===== src/utf8d_pkg.sv =====
// ----------------------------------------------------------------------------
// utf8d_pkg
// Shared types and constants for the UTF-8 stream decoder.
// ----------------------------------------------------------------------------
package utf8d_pkg;

	localparam int CP_W  = 31;
	localparam int LEN_W = 3;
	localparam int ST_W  = 2;

	localparam logic [ST_W-1:0] ST_OK       = 2'd0;
	localparam logic [ST_W-1:0] ST_BAD_LEAD = 2'd1;
	localparam logic [ST_W-1:0] ST_BAD_CONT = 2'd2;

	// continuation byte pattern and payload mask
	localparam logic [7:0] CONT_MASK  = 8'hC0;
	localparam logic [7:0] CONT_MATCH = 8'h80;
	localparam logic [7:0] PAY6_MASK  = 8'h3F;

	typedef struct packed {
		logic [LEN_W-1:0] remaining;
		logic [LEN_W-1:0] total;
		logic [CP_W-1:0]  acc;
	} dec_state_t;

	typedef struct packed {
		logic [CP_W-1:0]  code_point;
		logic [LEN_W-1:0] sequence_length;
		logic [ST_W-1:0]  status;
	} dec_result_t;

endpackage


===== src/utf8_stream_decoder.sv =====
// ----------------------------------------------------------------------------
// utf8_stream_decoder
// Byte-serial UTF-8 decoder with optional five- and six-byte forms.
// ----------------------------------------------------------------------------
// Takes one byte per clock and keeps that rate for as long as results are
// taken as fast as they appear. A byte is captured in an input register,
// decoded combinationally against the sequence state, and its result is
// written to the result register. A held result register stalls the
// input register, and then the input, until the result is taken. Valid lead
// bytes and middle continuation bytes produce no result. The long-form
// enable is sampled only at lead bytes.
module utf8_stream_decoder (
	input  logic                               clk,
	input  logic                               arst_n,
	input  logic                               data_valid,
	output logic                               data_ready,
	input  logic [7:0]                         data_byte,
	output logic                               result_valid,
	input  logic                               result_ready,
	output logic [utf8d_pkg::CP_W-1:0]         code_point,
	output logic [utf8d_pkg::LEN_W-1:0]        sequence_length,
	output logic [utf8d_pkg::ST_W-1:0]         status,
	input  logic                               cfg_valid,
	output logic                               cfg_ready,
	input  logic                               cfg_data
);

	logic                    allow_q;
	logic                    v_s1;
	logic [7:0]              byte_s1;
	logic                    advance;
	utf8d_pkg::dec_state_t   state_q;
	utf8d_pkg::dec_state_t   state_nxt;
	logic                    emit;
	utf8d_pkg::dec_result_t  res;
	logic                    out_v_q;
	utf8d_pkg::dec_result_t  out_q;

	assign cfg_ready  = 1'b1;
	assign advance    = v_s1 && (!out_v_q || result_ready);
	assign data_ready = !v_s1 || advance;

	always_ff @(posedge clk or negedge arst_n) begin
		if (!arst_n) begin
			allow_q <= 1'b1;
		end else if (cfg_valid && cfg_ready) begin
			allow_q <= cfg_data;
		end
	end

	// input register
	always_ff @(posedge clk or negedge arst_n) begin
		if (!arst_n) begin
			v_s1 <= 1'b0;
		end else if (data_ready) begin
			v_s1 <= data_valid;
		end
	end

	always_ff @(posedge clk) begin
		if (data_valid && data_ready) begin
			byte_s1 <= data_byte;
		end
	end

	utf8d_step u_step (
		.data_byte        (byte_s1),
		.allow_long_forms (allow_q),
		.cur              (state_q),
		.nxt              (state_nxt),
		.emit             (emit),
		.result           (res)
	);

	always_ff @(posedge clk or negedge arst_n) begin
		if (!arst_n) begin
			state_q <= '0;
		end else if (advance) begin
			state_q <= state_nxt;
		end
	end

	// result register
	always_ff @(posedge clk or negedge arst_n) begin
		if (!arst_n) begin
			out_v_q <= 1'b0;
		end else if (advance) begin
			out_v_q <= emit;
		end else if (result_ready) begin
			out_v_q <= 1'b0;
		end
	end

	always_ff @(posedge clk) begin
		if (advance && emit) begin
			out_q <= res;
		end
	end

	assign result_valid    = out_v_q;
	assign code_point      = out_q.code_point;
	assign sequence_length = out_q.sequence_length;
	assign status          = out_q.status;

	// error beats carry no code point
	a_err_zero_cp: assert property (@(posedge clk) disable iff (!arst_n)
		result_valid && status != utf8d_pkg::ST_OK |-> code_point == '0)
		else $error("error beat with nonzero code point");

	// a sequence in progress always has a total length above its remaining count
	a_rem_lt_total: assert property (@(posedge clk) disable iff (!arst_n)
		state_q.remaining != 3'd0 |-> state_q.total > state_q.remaining)
		else $error("remaining count not below sequence length");

	// single byte ok beats are ascii
	a_ascii: assert property (@(posedge clk) disable iff (!arst_n)
		result_valid && status == utf8d_pkg::ST_OK && sequence_length == 3'd1
		|-> code_point < 31'd128)
		else $error("single byte beat above ascii range");

	// a bad lead byte never leaves a sequence open
	a_bad_lead_idle: assert property (@(posedge clk) disable iff (!arst_n)
		advance && emit && res.status == utf8d_pkg::ST_BAD_LEAD
		|=> state_q.remaining == 3'd0)
		else $error("bad lead left decoder busy");

	// a result that is held while not taken stays valid
	a_no_drop: assert property (@(posedge clk) disable iff (!arst_n)
		result_valid && !result_ready |=> result_valid)
		else $error("result dropped while stalled");

endmodule


===== src/utf8d_step.sv =====
// ----------------------------------------------------------------------------
// utf8d_step
// Next-state and result logic for one byte of the stream.
// ----------------------------------------------------------------------------
module utf8d_step (
	input  logic [7:0]              data_byte,
	input  logic                    allow_long_forms,
	input  utf8d_pkg::dec_state_t   cur,
	output utf8d_pkg::dec_state_t   nxt,
	output logic                    emit,
	output utf8d_pkg::dec_result_t  result
);

	logic                           is_cont;
	logic [utf8d_pkg::CP_W-1:0]     acc_shift;
	logic [utf8d_pkg::LEN_W-1:0]    rem_dec;
	logic [utf8d_pkg::LEN_W-1:0]    lead_len;
	logic [7:0]                     lead_bits;

	assign is_cont   = (data_byte & utf8d_pkg::CONT_MASK) == utf8d_pkg::CONT_MATCH;
	assign acc_shift = {cur.acc[utf8d_pkg::CP_W-7:0], data_byte[5:0] & utf8d_pkg::PAY6_MASK[5:0]};
	assign rem_dec   = cur.remaining - 3'd1;

	// lead byte classification, zero length means bad lead
	always_comb begin
		lead_len  = 3'd0;
		lead_bits = 8'h00;
		if ((data_byte & 8'hE0) == 8'hC0) begin
			lead_len  = 3'd2;
			lead_bits = data_byte & 8'h1F;
		end else if ((data_byte & 8'hF0) == 8'hE0) begin
			lead_len  = 3'd3;
			lead_bits = data_byte & 8'h0F;
		end else if ((data_byte & 8'hF8) == 8'hF0) begin
			lead_len  = 3'd4;
			lead_bits = data_byte & 8'h07;
		end else if (allow_long_forms && (data_byte & 8'hFC) == 8'hF8) begin
			lead_len  = 3'd5;
			lead_bits = data_byte & 8'h03;
		end else if (allow_long_forms && (data_byte & 8'hFE) == 8'hFC) begin
			lead_len  = 3'd6;
			lead_bits = data_byte & 8'h01;
		end
	end

	always_comb begin
		nxt    = cur;
		emit   = 1'b0;
		result = '0;
		if (cur.remaining != 3'd0) begin
			if (!is_cont) begin
				nxt                    = '0;
				emit                   = 1'b1;
				result.sequence_length = cur.total - cur.remaining + 3'd1;
				result.status          = utf8d_pkg::ST_BAD_CONT;
			end else if (rem_dec == 3'd0) begin
				nxt                    = '0;
				emit                   = 1'b1;
				result.code_point      = acc_shift;
				result.sequence_length = cur.total;
				result.status          = utf8d_pkg::ST_OK;
			end else begin
				nxt.remaining = rem_dec;
				nxt.acc       = acc_shift;
			end
		end else if (!data_byte[7]) begin
			emit                   = 1'b1;
			result.code_point      = {{(utf8d_pkg::CP_W-8){1'b0}}, data_byte};
			result.sequence_length = 3'd1;
			result.status          = utf8d_pkg::ST_OK;
		end else if (lead_len == 3'd0) begin
			emit                   = 1'b1;
			result.sequence_length = 3'd1;
			result.status          = utf8d_pkg::ST_BAD_LEAD;
		end else begin
			nxt.total     = lead_len;
			nxt.remaining = lead_len - 3'd1;
			nxt.acc       = {{(utf8d_pkg::CP_W-8){1'b0}}, lead_bits};
		end
	end

endmodule

===== config.mk =====
export PLATFORM = sky130hd
export DESIGN_NAME = utf8_stream_decoder
export DESIGN_NICKNAME = d
export VERILOG_FILES = /design/src/utf8d_pkg.sv /design/src/utf8_stream_decoder.sv /design/src/utf8d_step.sv
export SDC_FILE = /design/constraint.sdc
export NUM_CORES = 1
export LEC_CHECK = 0
export BUFFER_PORTS_ARGS = -buffer_cell sky130_fd_sc_hd__clkbuf_2
export CORE_MARGIN = 2
export CORE_UTILIZATION = 55
export DETAILED_ROUTE_END_ITERATION = 10
export HOLD_SLACK_MARGIN = 0.02
export MAX_ROUTING_LAYER = met4
export PLACE_DENSITY = 0.78
export SYNTH_ARGS = -nofsm -noshare
export SYNTH_HDL_FRONTEND = slang
export SYNTH_SLANG_ARGS = --single-unit
export TNS_END_PERCENT = 20

===== constraint.sdc =====
create_clock -name clk -period 6.5 [get_ports clk]
set_clock_uncertainty 0.15 [all_clocks]
set_input_delay 1.3 -clock clk [delete_from_list [all_inputs] [get_ports clk]]
set_output_delay 1.3 -clock clk [all_outputs]
set_load 0.05 [all_outputs]

# After elaboration in Yosys (flattened, before gate mapping)
# Cells that the tools add are included.
[totals]
ff_bits = 78
inputBits = 14
word_cells = 69
[op_classes]
n_addsub = 4
eq_ne = 8
mux = 31
n_reduce_logical = 16
[op_table]
columns = ["cell", "count"]
rows = [
  ["37-bit two-way mux", 4],
  ["36-bit two-way mux", 2],
  ["31-bit two-way mux", 2],
  ["8-bit two-way mux", 4],
  ["3-bit two-way mux", 8],
  ["5-bit two-way mux", 2],
  ["1-bit two-way mux", 8],
  ["7-bit == test, second input constant", 1],
  ["7-bit two-way mux", 1],
  ["6-bit == test, second input constant", 1],
  ["3-bit zero test", 2],
  ["3-bit by 1-bit subtractor with 3-bit output, second input constant", 2],
  ["5-bit == test, second input constant", 1],
  ["1-bit logical AND", 5],
  ["4-bit == test, second input constant", 1],
  ["4-bit AND reduction", 1],
  ["2-bit nonzero test", 2],
  ["3-bit by 1-bit adder with 3-bit output, second input constant", 1],
  ["3-bit == test, second input constant", 1],
  ["3-bit != test, second input constant", 1],
  ["3-bit AND reduction", 1],
  ["3-bit nonzero test", 1],
  ["3-bit subtractor", 1],
  ["2-bit == test, second input constant", 1],
  ["other kinds (3)", 5],
]

# Logic depth before layout (Yosys ltp)
# Gate-level depths: netlist of run 1.
[logic_depth]
depth_word = 12
mapped_depth = 10
mapped_depth_nobuf = 9

# By module
# Synthesis of run 1 repeated with hierarchy kept, for this count alone.
[hier_totals]
hier_cells = 294
hier_area_um2 = 4209.0
[by_module_without_submodules]
columns = ["mod", "instances", "cells_per_inst", "area_each_um2", "seq_area_each_um2"]
rows = [
  ["utf8_stream_decoder", 1, 136, 2996.6, 2323.5],
  ["utf8d_step", 1, 158, 1212.4, 0.0],
]

# Least setup slack after synthesis of run 1
# No wires, ideal clock.
[synth_path]
path_type = "input to register"
startpoint = "input result_ready"
endpoint = "register out_q (netlist bit code_point[0]), enable pin"
arrival_ps = 4336
setup_slack_ps = 1517
path_stages = 3
cell_sequence = "nand2b_1 > nand2_1 > a311oi_1"
[synth_between]
elab_chain_len = 3
[synth_lines]
columns = ["item", "line", "text"]
rows = [
  ["start: declaration", "utf8_stream_decoder.sv:19", "input logic result_ready,"],
  ["1-bit logical OR", "utf8_stream_decoder.sv:40", "assign advance = v_s1 && (!out_v_q || result_ready);"],
  ["1-bit logical AND", "utf8_stream_decoder.sv:40", ""],
  ["1-bit logical AND", "utf8_stream_decoder.sv:95", "if (advance && emit) begin"],
  ["end signal: assignment", "utf8_stream_decoder.sv:96", "out_q <= res;"],
  ["end: declaration", "utf8_stream_decoder.sv:37", "utf8d_pkg::dec_result_t out_q;"],
]
# Every way passes these cells.
# A chain may end at the register's enable or synchronous reset.

# Worst setup path in the final report of run 1
[layout_path]
startpoint = "input result_ready"
endpoint = "output data_ready"
[layout_between]
elab_chain_len = 3
[layout_lines]
columns = ["item", "line", "text"]
rows = [
  ["1-bit logical OR", "utf8_stream_decoder.sv:40", ""],
  ["1-bit logical AND", "utf8_stream_decoder.sv:40", ""],
  ["1-bit logical OR", "utf8_stream_decoder.sv:41", "assign data_ready = !v_s1 || advance;"],
  ["end: declaration", "utf8_stream_decoder.sv:16", "output logic data_ready,"],
]
# Every way passes these cells.

==> results.json, run 1 <==
{
  "mostFrequentLayoutCells": "clkbuf_2 (51), edfxtp_1 (44), dfrtp_1 (33)",
  "clk_latency_ps": 340,
  "grt_max_degree": 37,
  "drive_gt1_frac": 0.261,
  "dr.pass1.iters": 4,
  "worst_hold_path_type": "reg -> reg",
  "coreArea_um2": 5820,
  "gp_congestion": 0.811,
  "cts_tree": "built",
  "postCtsSetupBuffers": 0,
  "critPathCaptureType": "primary output",
  "cts_hold_buf": 0,
  "start_util": 0.561,
  "clock_path_buffers": 2,
  "rsz0062_at_grt": "no",
  "cpMostUsedCell": "clkbuf_2",
  "clockRootBuffer": "clkbuf_8",
  "rows": 28,
  "ir_drop_mv": 0.217,
  "finalInstanceArea_um2": 3760,
  "antenna_found_initial": 0,
  "ys_seq_area_frac": 0.666,
  "first_iter_violations": 104,
  "drtAntennaViolNets": 0,
  "hold_start": "state_q[21]$_DFFE_PN0P_",
  "cp-start-kind": "input port",
  "tightest_slew_ps": 854,
  "first_global_vias": 1871,
  "slowest_delay_ps": 240,
  "netlist_instances": 241,
  "timing.rr.start": "state_q[34]$_DFFE_PN0P_",
  "drc_errors": 0,
  "cp-startpoint": "result_ready",
  "holdWs_ps": 348,
  "numPortBuffers": 51,
  "grt_usage": 0.187,
  "outcome": "finished clean",
  "layout_commonest_cell": "clkbuf_2",
  "wl_um": 5370,
  "clkTransAtPathRegs_ps": 80,
  "synth_area_um2": 3260,
  "cpMaxStageDelayCell": "clkbuf_2",
  "die_area_um2": 6570,
  "setup_viol": 0,
  "clock.fmax_mhz": 304,
  "synth_area_leaders": "edfxtp_1 (40%), dfrtp_1 (25%), a22o_1 (5.9%)",
  "overflow": 0,
  "slew_violations": 0,
  "reg2reg_slack_ps": 3500,
  "vias": 2022,
  "syn_area_per_cell_um2": 13.5,
  "grt_first_pass_wirelength_um": 8850,
  "cts-htree-levels": 3,
  "place_area_um2": 3580,
  "avgViaCountPerCell": 5.41,
  "path_cells": "clkbuf_2 -> nor2b_1 -> nand2_1 -> clkbuf_2",
  "yosys.area.top_type": "edfxtp_1",
  "cts_made_buffers": 9,
  "fin_util": 0.647,
  "fp.dieH_um": 81.0,
  "place_hpwl_um": 3580,
  "synth.distinct_cells": 39,
  "die_w_um": 81.0,
  "final.setup.tns_ps": 0,
  "post_drt_wl_per_cell_um": 14.4,
  "areaGrowthSynthToFinish_pct": 15.2,
  "cp_max_fo": 3,
  "nets": 316,
  "io_pins": 53,
  "yosys.area.top_type_share": 0.405,
  "cts_resized": 0,
  "slew_headroom": 0.431,
  "hold_viol_final": 0,
  "cellLeakagePower_nw": 1.62,
  "syn-num-nets": 263,
  "cap_violations": 0,
  "fin_crit_sh": 0.506,
  "yosysWarnings": 0,
  "clock_sink_count": 78,
  "critPathKind": "in -> out",
  "cp.required_ps": 5050,
  "period_needed_ps": 3290,
  "arrival_ps": 1840,
  "powerDensity_nw_per_um2": 419,
  "synth-seq-cells": 78,
  "n_antenna_cell": 0
}
[cell type report]
| type | count | area (um^2) |
|---|---|---|
| repair buffers | 54 | 278 |
| clock buffers | 10 | 138 |
| inverters | 7 | 26.3 |
| fillers | 460 | 2060 |
| clock inverters | 6 | 46.3 |
| multi-input cells | 144 | 1000 |
| flip-flops and latches | 78 | 2170 |
| well taps | 75 | 93.8 |
[report_power, final]
group	switching (mW)	internal, mW	leakage (nW)
registers	0.0534	0.644	0.893
logic	0.409	0.138	0.639
clock network	0.180	0.151	0.0889
total	0.642	0.932	1.62
[kinds of logic after synthesis]
kind of cell             after synthesis  share of synthesized area
adder cells (fa/ha/maj)                8                     0.0307
AND/OR/NAND/NOR                       76                      0.127
flip-flops                            78                      0.666
multiplexers                           2                    0.00690
XOR/XNOR                               3                    0.00805
AO/OA/AOI/OAI                         54                      0.127
other                                  1                    0.00115
buffers and inverters                 19                     0.0330
[critical path, delay by kind of cell]
| family | cells | cell delay, ps |
|---|---|---|
| buffers and inverters | 2 | 330 |
| AND/OR/NAND/NOR | 2 | 210 |
[Yosys cell counts (all sizes together)]
cell type / instances
a311oi: 1
ha: 8
xor2: 1
a21oi: 1
or3: 1
a221o: 2
a22o: 22
a211o: 1
edfxtp: 44
nor2: 8
or4: 1
mux2: 2
clkbuf: 4
o21ai: 15
nor3b: 1
o31ai: 5
and2b: 1
nor3: 2
nor2b: 9
dfstp: 1
and2: 26
conb: 1
or2: 1
o211ai: 1
buf: 8
nand4: 1
and3: 2
inv: 7
a21bo: 1
a211oi: 4
dfrtp: 33
nand2b: 5
xnor2: 2
o21bai: 1
nand3: 2
nand2: 16
[per-stage QoR]
step           std cells  total power [mW]  worst slack, ps
2_1_floorplan        241              1.14             1520
3_3_place_gp         358              1.25             3220
3_5_place_dp         358              1.26             3210
4_1_cts              374              1.58             3210
5_1_grt              374              1.66             3150
6_report             374              1.57             3210
[state kept, by name, indices dropped and copies added, names as in the netlist]
signal,cells
result_valid,1
state_q,31
allow_q,1
sequence_length,3
status,2
byte_s1,8
code_point,31
v_s1,1
[routing by layer]
layer,vias up,global-route usage,routed length [um]
met5,-,-,0
met4,0,0.0797,106
met3,13,0.0356,270
met2,65,0.287,2510
met1,967,0.246,2480
li1,977,-,-
[final timing paths]
kind,to,cells past startpoint
worst max-delay path,data_ready,4
worst min-delay path,state_q[21]$_DFFE_PN0P_,1
worst max register to register,code_point[29]$_SDFFCE_PN0P_,6
worst min register to register,state_q[21]$_DFFE_PN0P_,1
max in group asynchronous,state_q[31]$_DFFE_PN0P_,1
min in group asynchronous,state_q[0]$_DFFE_PN0P_,1
No activity file was read; power rests on OpenSTA's default activity.
==> run 2, diff against run 1 <==
- CORE_UTILIZATION: 55 -> 50
- PLACE_DENSITY: 0.78 -> 0.75
- clock period: 6.5 -> 3 ns (I/O delays scaled with it)
==> run 2 against run 1 <==
Net effect:
- sequential share of layout area shrank 0.59 points
- register-to-register slack lost 3200 ps
- flip-flop and latch count is the same
- total power grew 120%
- via count grew 1.9%
- clock power grew 120%
- sequential power grew 120%
- critical endpoint is now code_point[9]$_SDFFCE_PN0P_
- highest routed layer unchanged
==> results.json, run 2 (same netlist as run 1, synthesis figures left out) <==
{
  "tightest_slew_ps": 872,
  "place_hpwl_um": 4050,
  "slew_headroom": 0.419,
  "start_util": 0.517,
  "period_needed_ps": 2650,
  "clkTransAtPathRegs_ps": 80,
  "cellLeakagePower_nw": 1.65,
  "cts_made_buffers": 9,
  "path_cells": "nand2_1 -> o21bai_1 -> ha_1 -> ha_1 -> inv_1 -> a311oi_4 -> buf_4",
  "switching_share": 0.397,
  "outcome": "finished clean",
  "wl_um": 5780,
  "hold_viol_final": 0,
  "comb_power_share": 0.352,
  "arrival_ps": 2540,
  "vias": 2060,
  "rsz0062_at_grt": "no",
  "clock.fmax_mhz": 377,
  "grt_first_pass_wirelength_um": 9800,
  "cpMostUsedCell": "ha_1",
  "n_antenna_cell": 0,
  "io_pins": 53,
  "place_area_um2": 3620,
  "antenna_found_initial": 0,
  "cp_max_fo": 17,
  "critPathKind": "reg -> reg",
  "drive_gt1_frac": 0.263,
  "fill_cells": 520,
  "die_area_um2": 7190,
  "mostFrequentLayoutCells": "clkbuf_2 (51), edfxtp_1 (44), dfrtp_1 (33)",
  "clock_sink_count": 78,
  "cts_tree": "built",
  "critPathCaptureType": "register",
  "nets": 321,
  "final.setup.tns_ps": 0,
  "clock_path_buffers": 2,
  "fin_crit_sh": 0.885,
  "layout_commonest_cell": "clkbuf_2",
  "setup_slack_ps": 346,
  "setup_viol": 0,
  "postCtsSetupBuffers": 0,
  "avgViaCountPerCell": 5.41,
  "p_seq_frac": 0.436,
  "cap_violations": 0,
  "die_w_um": 84.8,
  "p_int_mw": 2.10,
  "drc_errors": 0,
  "overflow": 0,
  "slowest_delay_ps": 530,
  "power_frac_clock": 0.212,
  "slew_violations": 0,
  "worst_hold_path_type": "in -> async",
  "gp_congestion": 0.852,
  "finalInstanceArea_um2": 3800,
  "fp.dieH_um": 84.8,
  "ir_drop_mv": 0.459,
  "first_iter_violations": 138,
  "rows": 29,
  "cpMaxStageDelayCell": "a311oi_4",
  "dr.pass1.iters": 4,
  "drtAntennaViolNets": 0,
  "cts-htree-levels": 3,
  "grt_usage": 0.183,
  "clk_latency_ps": 340,
  "clockRootBuffer": "clkbuf_8",
  "first_global_vias": 1991,
  "cts_hold_buf": 0,
  "post_drt_wl_per_cell_um": 15.2,
  "cp.required_ps": 2880,
  "coreArea_um2": 6310,
  "areaGrowthSynthToFinish_pct": 16.4,
  "cts_resized": 0,
  "grt_max_degree": 35,
  "numPortBuffers": 51,
  "switching_power_mw": 1.38,
  "powerDensity_nw_per_um2": 916,
  "cp-start-kind": "register",
  "post-place-ws_ps": 346
}
[run 2: worst paths after layout]
check	cells after the start	slack, ps	to	from
min in group clk	1	280	byte_s1[0]$_DFFE_PP_	data_byte[0]
setup reg to reg	7	350	code_point[9]$_SDFFCE_PN0P_	byte_s1[6]$_DFFE_PP_
max in group asynchronous	1	1940	state_q[14]$_DFFE_PN0P_	arst_n
hold reg to reg	1	350	state_q[24]$_DFFE_PN0P_	state_q[24]$_DFFE_PN0P_
setup / recovery	7	350	code_point[9]$_SDFFCE_PN0P_	byte_s1[6]$_DFFE_PP_
hold / removal	1	210	v_s1$_DFFE_PN0N_	arst_n
[run 2: stage by stage]
step / hold slack (ps) / utilization / total power, mW / cells
6_report: 213 / 0.602 / 3.48 / 381
4_1_cts: 216 / 0.602 / 3.51 / 381
2_1_floorplan: 154 / - / 2.48 / 241
5_1_grt: 259 / 0.602 / 3.67 / 381
3_3_place_gp: 324 / 0.573 / 2.74 / 365
3_5_place_dp: 334 / 0.573 / 2.77 / 365
[run 2: area by class of cell]
class / instances / area, um^2 / area share
sequential: 78 / 2170 / 0.572
multi-input combinational: 144 / 1000 / 0.264
timing repair buffer: 59 / 315 / 0.0830
clock buffer: 11 / 131 / 0.0346
tap: 77 / 96.3 / 0.0254
clock inverter: 5 / 51.3 / 0.0135
inverter: 7 / 26.3 / 0.00692
[run 2: layer usage]
layer / wire length [um] / global-route usage / share of wire / up-vias
met5: 0 / - / 0 / -
met4: 85 / 0.0649 / 0.015 / 0
met3: 319 / 0.0580 / 0.055 / 10
met2: 2780 / 0.267 / 0.48 / 62
met1: 2600 / 0.243 / 0.45 / 1000
li1: - / - / - / 988
[run 2: power groups by stage]
stage	clock, mW	sequential [mW]	combinational, mW
floorplan	0	1.94	0.535
global placement	0	1.53	1.21
detailed placement	0	1.54	1.23
CTS	0.755	1.52	1.24
global route	0.804	1.54	1.32
finish	0.737	1.52	1.22
[run 2: worst max-delay path, delay by kind of cell, from the launching register on]
kind                     cells  cell delay, ps
AO/OA/AOI/OAI                2             710
adder cells (fa/ha/maj)      2             380
buffers and inverters        2             430
flip-flops                   1             440
AND/OR/NAND/NOR              1             230
